**src/hw/rtl/sem_pkg.sv**
```systemverilog
// Package with the constants and register codes of the Sobel edge magnitude block.
`timescale 1ns / 1ps
package sem_pkg;

  localparam int unsigned MAX_WIDTH  = 2048;
  localparam int unsigned MAX_HEIGHT = 4096;

  localparam int unsigned COL_W    = $clog2(MAX_WIDTH);
  localparam int unsigned ROW_W    = $clog2(MAX_HEIGHT);
  localparam int unsigned WIDTH_W  = 12;
  localparam int unsigned HEIGHT_W = 13;
  localparam int unsigned PIX_W    = 8;
  localparam int unsigned CFG_W    = 13;

  localparam logic [WIDTH_W-1:0]  LINE_WIDTH_RST   = WIDTH_W'(640);
  localparam logic [HEIGHT_W-1:0] FRAME_HEIGHT_RST = HEIGHT_W'(480);
  localparam logic [WIDTH_W-1:0]  MIN_WIDTH        = WIDTH_W'(3);
  localparam logic [WIDTH_W-1:0]  MAX_WIDTH_V      = WIDTH_W'(MAX_WIDTH);
  localparam logic [HEIGHT_W-1:0] MIN_HEIGHT       = HEIGHT_W'(3);
  localparam logic [HEIGHT_W-1:0] MAX_HEIGHT_V     = HEIGHT_W'(MAX_HEIGHT);

  localparam logic [PIX_W-1:0] MAG_SAT = 8'd255;

  localparam logic REG_LINE_WIDTH   = 1'b0;
  localparam logic REG_FRAME_HEIGHT = 1'b1;

endpackage

```
**src/hw/rtl/sem_sqrt.sv**
```systemverilog
// Bit-pair square-root unit that resolves one result bit per cycle.
`timescale 1ns / 1ps
module sem_sqrt import sem_pkg::*; (
  input  logic             clk_i,
  input  logic             rst_ni,
  input  logic             start_i,
  input  logic [15:0]      radicand_i,
  output logic             done_o,
  output logic [PIX_W-1:0] root_o
);

  logic             busy_q, busy_d;
  logic             done_q, done_d;
  logic [2:0]       cnt_q, cnt_d;
  logic [15:0]      val_q, val_d;
  logic [10:0]      rem_q, rem_d;
  logic [PIX_W-1:0] root_q, root_d;
  logic [10:0]      rem_shift;
  logic [10:0]      trial;
  logic             fits;

  assign rem_shift = {rem_q[8:0], val_q[15:14]};
  assign trial     = {1'b0, root_q, 2'b01};
  assign fits      = (rem_shift >= trial);

  always_comb begin
    busy_d = busy_q;
    done_d = 1'b0;
    cnt_d  = cnt_q;
    val_d  = val_q;
    rem_d  = rem_q;
    root_d = root_q;
    if (start_i) begin
      busy_d = 1'b1;
      cnt_d  = 3'd0;
      val_d  = radicand_i;
      rem_d  = 11'd0;
      root_d = '0;
    end else if (busy_q) begin
      val_d  = {val_q[13:0], 2'b00};
      rem_d  = fits ? (rem_shift - trial) : rem_shift;
      root_d = {root_q[PIX_W-2:0], fits};
      cnt_d  = cnt_q + 3'd1;
      if (cnt_q == 3'd7) begin
        busy_d = 1'b0;
        done_d = 1'b1;
      end
    end
  end

  always_ff @(posedge clk_i or negedge rst_ni) begin
    if (!rst_ni) begin
      busy_q <= 1'b0;
      done_q <= 1'b0;
      cnt_q  <= 3'd0;
    end else begin
      busy_q <= busy_d;
      done_q <= done_d;
      cnt_q  <= cnt_d;
    end
  end

  always_ff @(posedge clk_i) begin
    val_q  <= val_d;
    rem_q  <= rem_d;
    root_q <= root_d;
  end

  assign done_o = done_q;
  assign root_o = root_q;

endmodule

```
**config.mk**
```make
export PLATFORM = sky130hd
export DESIGN_NAME = sem_sqrt
export DESIGN_NICKNAME = d
export VERILOG_FILES = /design/src/hw/rtl/sem_pkg.sv /design/src/hw/rtl/sem_sqrt.sv
export SDC_FILE = /design/constraint.sdc
export NUM_CORES = 1
export LEC_CHECK = 0
export BUFFER_PORTS_ARGS = -buffer_cell sky130_fd_sc_hd__buf_2
export CORE_AREA = 2 2 75 77
export CTS_BUF_LIST = sky130_fd_sc_hd__clkbuf_8
export DETAILED_ROUTE_END_ITERATION = 8
export DIE_AREA = 0 0 77 79
export SYNTH_ARGS = -nofsm -noshare
export SYNTH_HDL_FRONTEND = slang
export SYNTH_SLANG_ARGS = --single-unit
```
**constraint.sdc**
```tcl
create_clock -name clk_i -period 3.85 [get_ports clk_i]
set_clock_uncertainty 0.1 [all_clocks]
set_input_delay 0.5775 -clock clk_i [delete_from_list [all_inputs] [get_ports clk_i]]
set_output_delay 0.5775 -clock clk_i [all_outputs]
set_load 0.01 [all_outputs]
```
Word level (Yosys, flattened, before mapping) --
Cells that the tools add are included.
Operators by class: order comparisons 1, add/sub/neg operators 2, equal/unequal tests 1, reduce and logical (&&, ||, !) cells 1, muxes and demuxes 11
Operators by type and width (number):
- $mux 16 | 2
- $ge 11x10->1 | 1
- $mux 9 | 1
- $sub 9x9->9 | 1
- $mux 1 | 6
- $mux 3 | 2
- $add 3x1->3 const B | 1
- $eq 3x3->1 const B | 1
- $reduce_bool 2->1 | 1
Storage, ports and cells: logic and storage cells 22, flip-flop bits (word level) 38, output and inout port bits 9, input port bits 19

Longest topological paths before layout --
Gate-level depths: netlist of the first run.
depth in word-level cells 4, gate-level depth with buffers 9, depth with buffers taken out 7

Worst setup path before layout of the first run --
Ideal clock, no wire load.
path type register to register, start point register root_q[6] (netlist: root_o[6]), end point register rem_q[2], data arrival time 2.149 ns, required time 3.664 ns, setup time 0.086 ns, period minus slack after synthesis 2.335 ns, path buffers 1, cell stages (with the launch flop) 9, slack 1.515 ns, cells stage by stage dfxtp_1 -> inv_1 -> ha_1 -> a21o_1 -> a211o_1 -> a311o_2 -> buf_4 -> mux2i_1 -> a211oi_1
On the way: longest elaborated chain between the ends 2
RTL lines:
- start: declaration | line sem_sqrt.sv:17 | logic [PIX_W-1:0] root_q, root_d;
- start signal: assignment | line sem_sqrt.sv:66 | root_q <= root_d;
- $ge 11x10->1 | line sem_sqrt.sv:24 | assign fits = (rem_shift >= trial);
- $mux 9 | line sem_sqrt.sv:41 | rem_d = fits ? (rem_shift - trial) : rem_shift;
- end signal: assignment | line sem_sqrt.sv:65 | rem_q <= rem_d;
- end: declaration | line sem_sqrt.sv:16 | logic [10:0] rem_q, rem_d;
No other way between the ends. A chain may end at the register's enable or synchronous reset.

Final worst setup path of the first run --
start point register root_q[6] (netlist: root_o[6]), end point register rem_q[6]
The elaborated chain is that of the path after synthesis.

==> metrics, run 1 <==
filler instances=546; Clk Latency, worst-skew pair=a little under 300 ps; startpoint types=flop; CP endpoint kind=flop; Post-Syn Instances=roughly 190; syn_nets=220; largest net degree at the start of global routing=41; Async S/R FF share, synth=13.16%; final number of max-transition violations=0; P_leak=1.043 nW; area grow syn2layout=14.58%; post-layout min period=between 2000 and 2500 ps; Initial DRC Count=79; final hold vios=0; initial antenna violation count=0; IO buf count=27; Synth area leaders=edfxtp_1 (24%), dfxtp_1 (17%), mux2_2 (7.7%); dominant cell type by area after synthesis=edfxtp_1; first-pass GRT wire length=roughly 6.6 mm; Setup Fix Bufs, Post-CTS=0; height of the die=about 79 µm; DR DRC count=0; # resized after CTS=0; Util after Layout=around 44%; Placed Cells=278; CTS Root Cell=clkbuf_8; max-cap violations=0; worst-path fanout max=9; Die Span X=77 µm; clk slew on worst S/H paths=approximately 70 ps; Synth Flop Type=dfxtp_1; share of cells above drive strength 1=25.58%; maximum vdd drop=0.4354 mV; Initial Util=38.26%; IO Pins=28; Yosys top cell area share=23.53%; worst hold path type=flop to flop; Total GRT Usage=13.81%; Synth Warn #=0; Multi-input gate area=999.7 µm²; FF+latch count, synth=38; # setup viols final=0; fin nets=245; post-route setup TNS=0 ps; number of global-route vias before repair=around 1300; worst slack at placement=~1500 ps; CTS tree=built; Seq. cell area=945.9 µm²; clock sinks=38; GRT Residual Overflow=0; final worst slack=1390 ps; WS Path Type=flop to flop; routed len/inst=13.58 µm; RSZ-0062 raised after global routing=no; Distinct cells, synth=42; GPL Wtd Cong=0.7991; DPL Wire Length=2.611 mm; Worst Path Arrival=2540 ps; diode count=0; Syn Area/Cell=10.80 µm²; PwrDens=674.2 nW/µm²; overall power=1.578 mW; final non-filler cell total=287; outcome=finished, final reports clean; H-Tree Level Count=2; Worst Tran Pin Value=1148 ps; maximum clock rate=slightly above 0.4 GHz; Core ar.=5338 µm²; Longest Clk Path Bufs=2; Post-synth EDFFs=16; Synth Cell Area=2042 µm²; required time of the critical path=around 3900 ps; die area=slightly above 6000 µm²; Tcrit/Tclk final=a little under two thirds; via count=between 1000 and 1500; site row count=27; Final ANT Viol Nets=0; slew margin rel.=between 20% and 30%; Via density=5.049; Routed WL=just under 4 mm; sequential share of the synthesized area=a little under half; CTS Buf Count=5; first-pass detailed-route iteration total=4
[cells by family after synthesis]
kind of cell,count (synthesis),synth area share (%)
compound gates,31,13.05
xor+xnor,6,2.574
fa+ha+maj,12,7.353
buf+inv,24,4.718
flops,38,46.32
mux,27,14.09
simple gates,51,11.89
[worst paths after layout]
path / start / to / slack, ps / depth (start not counted)
max: root_o[6] / rem_q[6] / 1390 / 7
min: rem_q[7] / rem_q[7] / 390 / 2
max reg2reg: root_o[6] / rem_q[6] / 1390 / 7
min reg2reg: rem_q[7] / rem_q[7] / 390 / 2
max in group asynchronous: rst_ni / busy_q / 2970 / 2
min in group asynchronous: rst_ni / cnt_q[0] / 540 / 2
[what timing repair did]
| item | CTS | global route |
|---|---|---|
| hold buffers | 1 | 0 |
| hold endpoints to repair | 5 | 0 |
| setup endpoints to repair | 0 | 0 |
[metrics by stage]
step | area (µm²) | hold slack, ps
after CTS | 2340 | 395.0
after global placement | 2223 | 300.2
final | 2340 | 389.5
after global routing | 2340 | 451.1
after floorplan | 2042 | 181.9
after detailed placement | 2223 | 302.4
[worst max-delay path, cell delays in order (launching register included)]
cell      delay [ps]
dfxtp_1          370
inv_1             60
ha_1             380
a21o_1           210
a211o_1          330
a311oi_4         470
nand2_1          120
a311oi_1         330
[cell usage after synthesis, types with 3 or more instances]
cell	instances
nor3_1	5
a311oi_1	3
inv_1	14
mux2_2	14
edfxtp_1	16
nand3_1	4
a211oi_1	8
dfrtp_1	5
ha_1	12
nand2_1	5
clkbuf_1	6
nor2_1	24
xor2_1	4
dfxtp_1	17
a21oi_1	4
mux2i_1	13
[layout make-up]
| cell class | count | share of cell area [%] |
|---|---|---|
| clock buffers | 5 | 2.941 |
| well taps | 72 | 3.850 |
| multi-input cells | 127 | 42.73 |
| repair buffers | 28 | 6.203 |
| inverters | 14 | 2.246 |
| flip-flops and latches | 38 | 40.43 |
| clock inverters | 3 | 1.604 |
[where the power goes]
part | leakage, nW | switching (mW) | internal (mW)
combinational | 0.611 | 0.388 | 0.321
sequential | 0.375 | 0.0519 | 0.491
clock | 0.0570 | 0.137 | 0.189
[state kept, by name, indices dropped and copies added (netlist names)]
signal	cells
val_q	16
cnt_q	3
rem_q	9
root_o	8
done_o	1
busy_q	1
[placed cells by master, fill, tap and decap left out, types with 3 or more instances in the layout]
cell	n
buf_2	27
xor2_1	4
edfxtp_1	16
mux2_2	14
nor3_1	5
a21oi_1	4
a211oi_1	8
nand2_1	5
nand3_1	4
dfrtp_1	5
inv_1	15
ha_1	12
mux2i_1	13
nor2_1	24
clkbuf_8	5
a311oi_1	3
dfxtp_1	17
[per-layer routing]
metal / share of wire [%] / global-route usage [%] / up-vias / wire length [µm]
li1: - / - / 736 / -
met1: 51 / 19.86 / 678 / 1985
met2: 44 / 19.91 / 33 / 1728
met3: 3.6 / 3.523 / 2 / 142
met4: 1.0 / 5.357 / 0 / 40
met5: 0 / 0 / - / 0
Power figures use the tool's default switching activity.
==> inputs of run 2 (changes only) <==
- ABC_AREA: unset -> 1
- CORE_AREA: 2 2 75 77 -> 2 2 76 78
- DIE_AREA: 0 0 77 79 -> 0 0 78 80
- clock period: 3.85 -> 2.2 ns (I/O delays scaled with it)
==> run 2 against run 1 <==
Compared with the run above:
- power increased by 96%
- routed wire length increased by 12%
- cell count increased by 33%
- design area increased by 6.2%
- non-clock buffer count increased by 7
- critical endpoint is now rem_q[0]
==> metrics, run 2 <==
Synth Cell Area=2123 µm²; DPL Wire Length=3.347 mm; site row count=27; clock sinks=38; sequential power share=30.5%; routed len/inst=11.44 µm; largest net degree at the start of global routing=23; CTS Buf Count=5; Setup Fix Bufs, Post-CTS=0; Switch Pwr=1.320 mW; Total GRT Usage=14.92%; PwrDens=1243 nW/µm²; first-pass GRT wire length=7.355 mm; FF-to-FF path depth=12; initial antenna violation count=0; max FFs per register=16; count leader, synth=nand2_1; post-route setup TNS=0 ps; diode count=0; sequential share of the synthesized area=44.55%; CTS Root Cell=clkbuf_8; Synth area leaders=edfxtp_1 (23%), nand2_1 (18%), dfxtp_1 (16%); Distinct cells, synth=28; Top reg by flops=val_q; Die Span X=between 70 and 80 µm; Longest Clk Path Bufs=2; final hold vios=0; IO buf count=27; CP endpoint kind=flop; setup slack, reg-to-reg=280 ps; outcome=finished, final reports clean; Util after Layout=45.97%; area grow syn2layout=17.03%; clock share of power=18.9%; Core ar.=~5400 µm²; startpoint types=flop; # setup viols final=0; max-cap violations=0; number of global-route vias before repair=1575; GPL Wtd Cong=0.8587; Logic pwr share=roughly 51%; dominant cell type by area after synthesis=edfxtp_1; H-Tree Level Count=2; post-layout min period=1918 ps; fin nets=341; Worst Path Arrival=1980 ps; IO Pins=28; FF+latch count, synth=38; final number of max-transition violations=0; Synth Warn #=0; required time of the critical path=around 2300 ps; Hold Buf Count CTS=1; maximum clock rate=0.5214 GHz; commonest non-fill, non-tap cell in the layout=nand2_1; GRT Residual Overflow=0; overall power=3.089 mW; slew margin rel.=approximately two thirds; Clk Latency, worst-skew pair=roughly 290 ps; commonest non-fill, non-tap cells in the layout=nand2_1 (103), inv_1 (37), buf_2 (27); Worst Tran Pin Value=507.9 ps; # resized after CTS=0; Post-synth top cells=nand2_1 (103), inv_1 (36), nand3_1 (21); height of the die=80 µm; Async S/R FF share, synth=13.16%; worst-path fanout max=9; P_leak=1.308 nW; first-pass detailed-route iteration total=4; via count=approximately 1800; clk slew on worst S/H paths=80 ps; filler instances=~600; worst hold path type=input pin to flop; WS Path Type=flop to flop; Tcrit/Tclk final=between 80 and 90%; internal cell power=~1.8 mW; Critical R2R Launch=root_o[0]; Syn Area/Cell=approximately 7.7 µm²; Initial DRC Count=around 110; Post-Syn Instances=about 270; Post-synth EDFFs=16; share of cells above drive strength 1=17.68%; hold path endpoint=val_q[0]; Final ANT Viol Nets=0; die area=approximately 6200 µm²; Yosys top cell area share=22.63%; Hold Path Depth=3; maximum vdd drop=0.4930 mV; syn_nets=305; Sw Share=approximately 43%; Hold Path Origin=radicand_i[0]; DR DRC count=0; CTS tree=built; Initial Util=39.28%; Routed WL=4.381 mm; RSZ-0062 raised after global routing=no; Via density=4.624; Synth Flop Type=dfxtp_1; Critical R2R Capture=rem_q[0]
==> run 2: cell count changes in the layout (fill, tap and decap cells not counted), moves of 4 or more <==
cell	delta
nand2_1	+98
inv_1	+22
nand3_1	+17
mux2_2	-14
mux2i_1	-13
a211oi_1	-8
buf_4	+7
o22ai_1	+7
nor2_1	-5
nor3_1	-5
nor2_2	+4
==> run 2: worst max path at each step <==
stage,endpoint,start
after floorplan,rem_q[0],root_o[3]
after global placement,rem_q[3],root_o[0]
after detailed placement,rem_q[0],root_o[0]
after CTS,rem_q[0],root_o[0]
after global routing,rem_q[3],root_o[0]
final,rem_q[0],root_o[0]
==> run 2: power by group through the flow <==
stage | Sequential [mW] | Combinational [mW] | Clock (mW)
2_1_floorplan | 0.934 | 1.28 | 0
3_3_place_gp | 0.959 | 1.55 | 0
3_5_place_dp | 0.958 | 1.56 | 0
4_1_cts | 0.942 | 1.57 | 0.595
5_1_grt | 0.954 | 1.78 | 0.633
6_report | 0.942 | 1.56 | 0.584
==> run 2: cell type report <==
type                       instances  area (µm²)  share of cell area (%)
timing repair buffer              35       197.7                   7.956
clock inverter                     3       37.54                   1.511
sequential                        38       945.9                   38.07
clock buffer                       5       68.82                   2.769
tap                               72       90.09                   3.625
multi-input combinational        191       993.5                   39.98
inverter                          39       151.4                   6.093
==> run 2: metal layers <==
layer	routed length (µm)	global-route usage, %
met4	37	4.211
met2	1929	24.05
met1	2213	19.99
met5	0	0
met3	200	3.620
==> run 2: cell families after synthesis <==
logic type               synth area share [%]
adder cells (fa/ha/maj)                 7.071
AO/OA/AOI/OAI                           4.949
AND/OR/NAND/NOR                         33.94
XOR/XNOR                               0.8251
buffers and inverters                   8.663
flip-flops                              44.55
==> run 2: worst max-delay path, cell delays in order (launching register included) <==
cell	delay (ps)
dfxtp_1	400
inv_1	90
ha_1	370
a21oi_1	170
nand2_2	90
nand2_2	90
nand2_4	70
nand2_8	90
nand2_8	70
inv_6	80
nand2_1	50
nand3_1	50
o21ai_0	70
==> run 2: stage by stage <==
stage | worst slack (ps) | instances | area, µm² | hold slack, ps
5_1_grt | 121.8 | 383 | 2485 | 194.0
6_report | 282.2 | 383 | 2485 | 196.2
4_1_cts | 279.1 | 383 | 2485 | 190.7
2_1_floorplan | 389.9 | 274 | 2123 | -65.59
3_3_place_gp | 289.3 | 374 | 2369 | 50.90
3_5_place_dp | 290.6 | 374 | 2369 | 53.57
==> inputs of run 3 (changes only) <==
- CTS_BUF_LIST: sky130_fd_sc_hd__clkbuf_8 -> sky130_fd_sc_hd__clkbuf_16
==> run 3 against run 2 <==
Compared with the run above:
- core utilization is 1.0 points higher
- combinational power about the same
- non-clock buffer count unchanged
- power increased by 7.4%
- first-iteration DRC count down 26%
- sequential power up 0.4%
- sequential cell count is the same
- setup slack better by 6.1 ps
- global-route usage unchanged
- critical endpoint is now rem_q[7]
- highest routed layer unchanged
==> metrics, run 3 (synthesized netlist as in run 2, its figures left out) <==
site row count=27; RSZ-0062 raised after global routing=no; CTS tree=built; # setup viols final=0; Sw Share=40.74%; max FFs per register=16; outcome=finished, final reports clean; final hold vios=0; Logic pwr share=47.4%; GRT Residual Overflow=0; maximum clock rate=0.5231 GHz; largest net degree at the start of global routing=23; Final ANT Viol Nets=0; commonest non-fill, non-tap cells in the layout=nand2_1 (103), inv_1 (37), buf_2 (27); Initial Util=39.28%; via count=1761; Crit-path slowest cell=dfxtp_1; largest stage delay on the critical path=390 ps; setup slack, reg-to-reg=slightly below 300 ps; commonest non-fill, non-tap cell in the layout=nand2_1; height of the die=approximately 80 µm; first-pass GRT wire length=7.396 mm; Worst Path Arrival=roughly 2000 ps; worst hold path type=input pin to flop; Initial DRC Count=about 80; startpoint types=flop; post-layout min period=approximately 1900 ps; hold path endpoint=val_q[0]; fin nets=roughly 340; Switch Pwr=1.352 mW; Hold Path Depth=3; first-pass detailed-route iteration total=4; share of cells above drive strength 1=17.68%; FF-to-FF path depth=12; P_leak=1.334 nW; Via density=4.598; required time of the critical path=2270 ps; Routed WL=4.413 mm; # resized after CTS=0; max-cap violations=0; Core ar.=5405 µm²; Critical R2R Capture=rem_q[7]; number of global-route vias before repair=1594; Critical R2R Launch=root_o[0]; final number of max-transition violations=0; die area=6240 µm²; initial antenna violation count=0; IO buf count=27; maximum vdd drop=0.6060 mV; Worst Tran Pin Value=501.8 ps; CTS Root Cell=clkbuf_16; diode count=0; CP Cell Sequence=inv_1, ha_1, a21oi_1, nand2_2, nand2_2, nand2_4, nand2_8, nand2_8, inv_6, nor2_2, nor2_1, nor2_1; CP startpoint=root_o[0]; PwrDens=1306 nW/µm²; CTS Buf Count=5; H-Tree Level Count=2; routed len/inst=11.52 µm; Util after Layout=between 40% and 50%; Total GRT Usage=between 10% and 20%; clock sinks=38; DPL Wire Length=3.347 mm; CP endpoint kind=flop; post-route setup TNS=0 ps; Hold Path Origin=radicand_i[0]; clock share of power=roughly a quarter; Longest Clk Path Bufs=2; slew margin rel.=about two thirds; area grow syn2layout=19.68%; Tcrit/Tclk final=86.90%; DR DRC count=0; WS Path Type=flop to flop; worst-path fanout max=9; internal cell power=around 2.0 mW; Die Span X=~80 µm; GPL Wtd Cong=0.8587; clk slew on worst S/H paths=60 ps; sequential power share=28.5%; Clk Latency, worst-skew pair=270 ps; Top reg by flops=val_q; IO Pins=28
## run 3: cell count changes in the layout (fill, tap and decap cells not counted)
| cell | change |
|---|---|
| clkbuf_8 | -5 |
| clkbuf_16 | +5 |
## run 3: cell type report
cell class / count / area, µm²
Tap cell: 72 / 90.09
Multi-Input combinational cell: 191 / 993.5
Timing Repair Buffer: 35 / 197.7
Sequential cell: 38 / 945.9
Fill cell: 580 / 2864
Clock inverter: 3 / 37.54
Clock buffer: 5 / 125.1
Inverter: 39 / 151.4
## run 3: power groups by stage
| stage | clock network [mW] | logic [mW] | registers, mW |
|---|---|---|---|
| after floorplan | 0 | 1.28 | 0.934 |
| after global placement | 0 | 1.55 | 0.959 |
| after detailed placement | 0 | 1.56 | 0.958 |
| after CTS | 0.813 | 1.58 | 0.944 |
| after global routing | 0.851 | 1.78 | 0.955 |
| final | 0.802 | 1.57 | 0.946 |
## run 3: per-stage QoR
stage               total power, mW  hold WS [ps]  setup WS, ps  instances  area (µm²)
floorplan                     2.212        -65.59         389.9        274        2123
global placement              2.506         50.90         289.3        374        2369
detailed placement            2.523         53.57         290.6        374        2369
CTS                           3.334         206.4         281.7        383        2541
global route                  3.586         216.9         120.6        383        2541
finish                        3.319         208.2         288.3        383        2541
## run 3: repair_timing
action / CTS / global route
hold endpoints to repair: 5 / 0
hold buffers: 1 / 0
buffers inserted: 0 / 0
## run 3: worst max path at each step
stage                     slack [ps]  cells past startpoint  endpoint
final                            290                     12  rem_q[7]
after global routing             120                     12  rem_q[3]
after CTS                        280                     12  rem_q[0]
after detailed placement         290                     12  rem_q[0]
after global placement           290                     11  rem_q[3]
after floorplan                  390                     12  rem_q[0]
## run 3: worst max-delay path, delay by kind of cell, from the launching register on
kind | cells | cell delay [ps]
and+or+nand+nor | 8 | 600
DFF | 1 | 390
adders and majority gates | 1 | 370
AOI/OAI and AO/OA | 1 | 170
buffers and inverters | 2 | 170
## run 3: per-layer routing
metal	vias up	global-route usage, %	wire length, µm
li1	944	-	-
met1	783	19.91	2254
met2	32	24.40	1973
met3	2	3.620	168
met4	0	3.684	16
met5	-	0	0
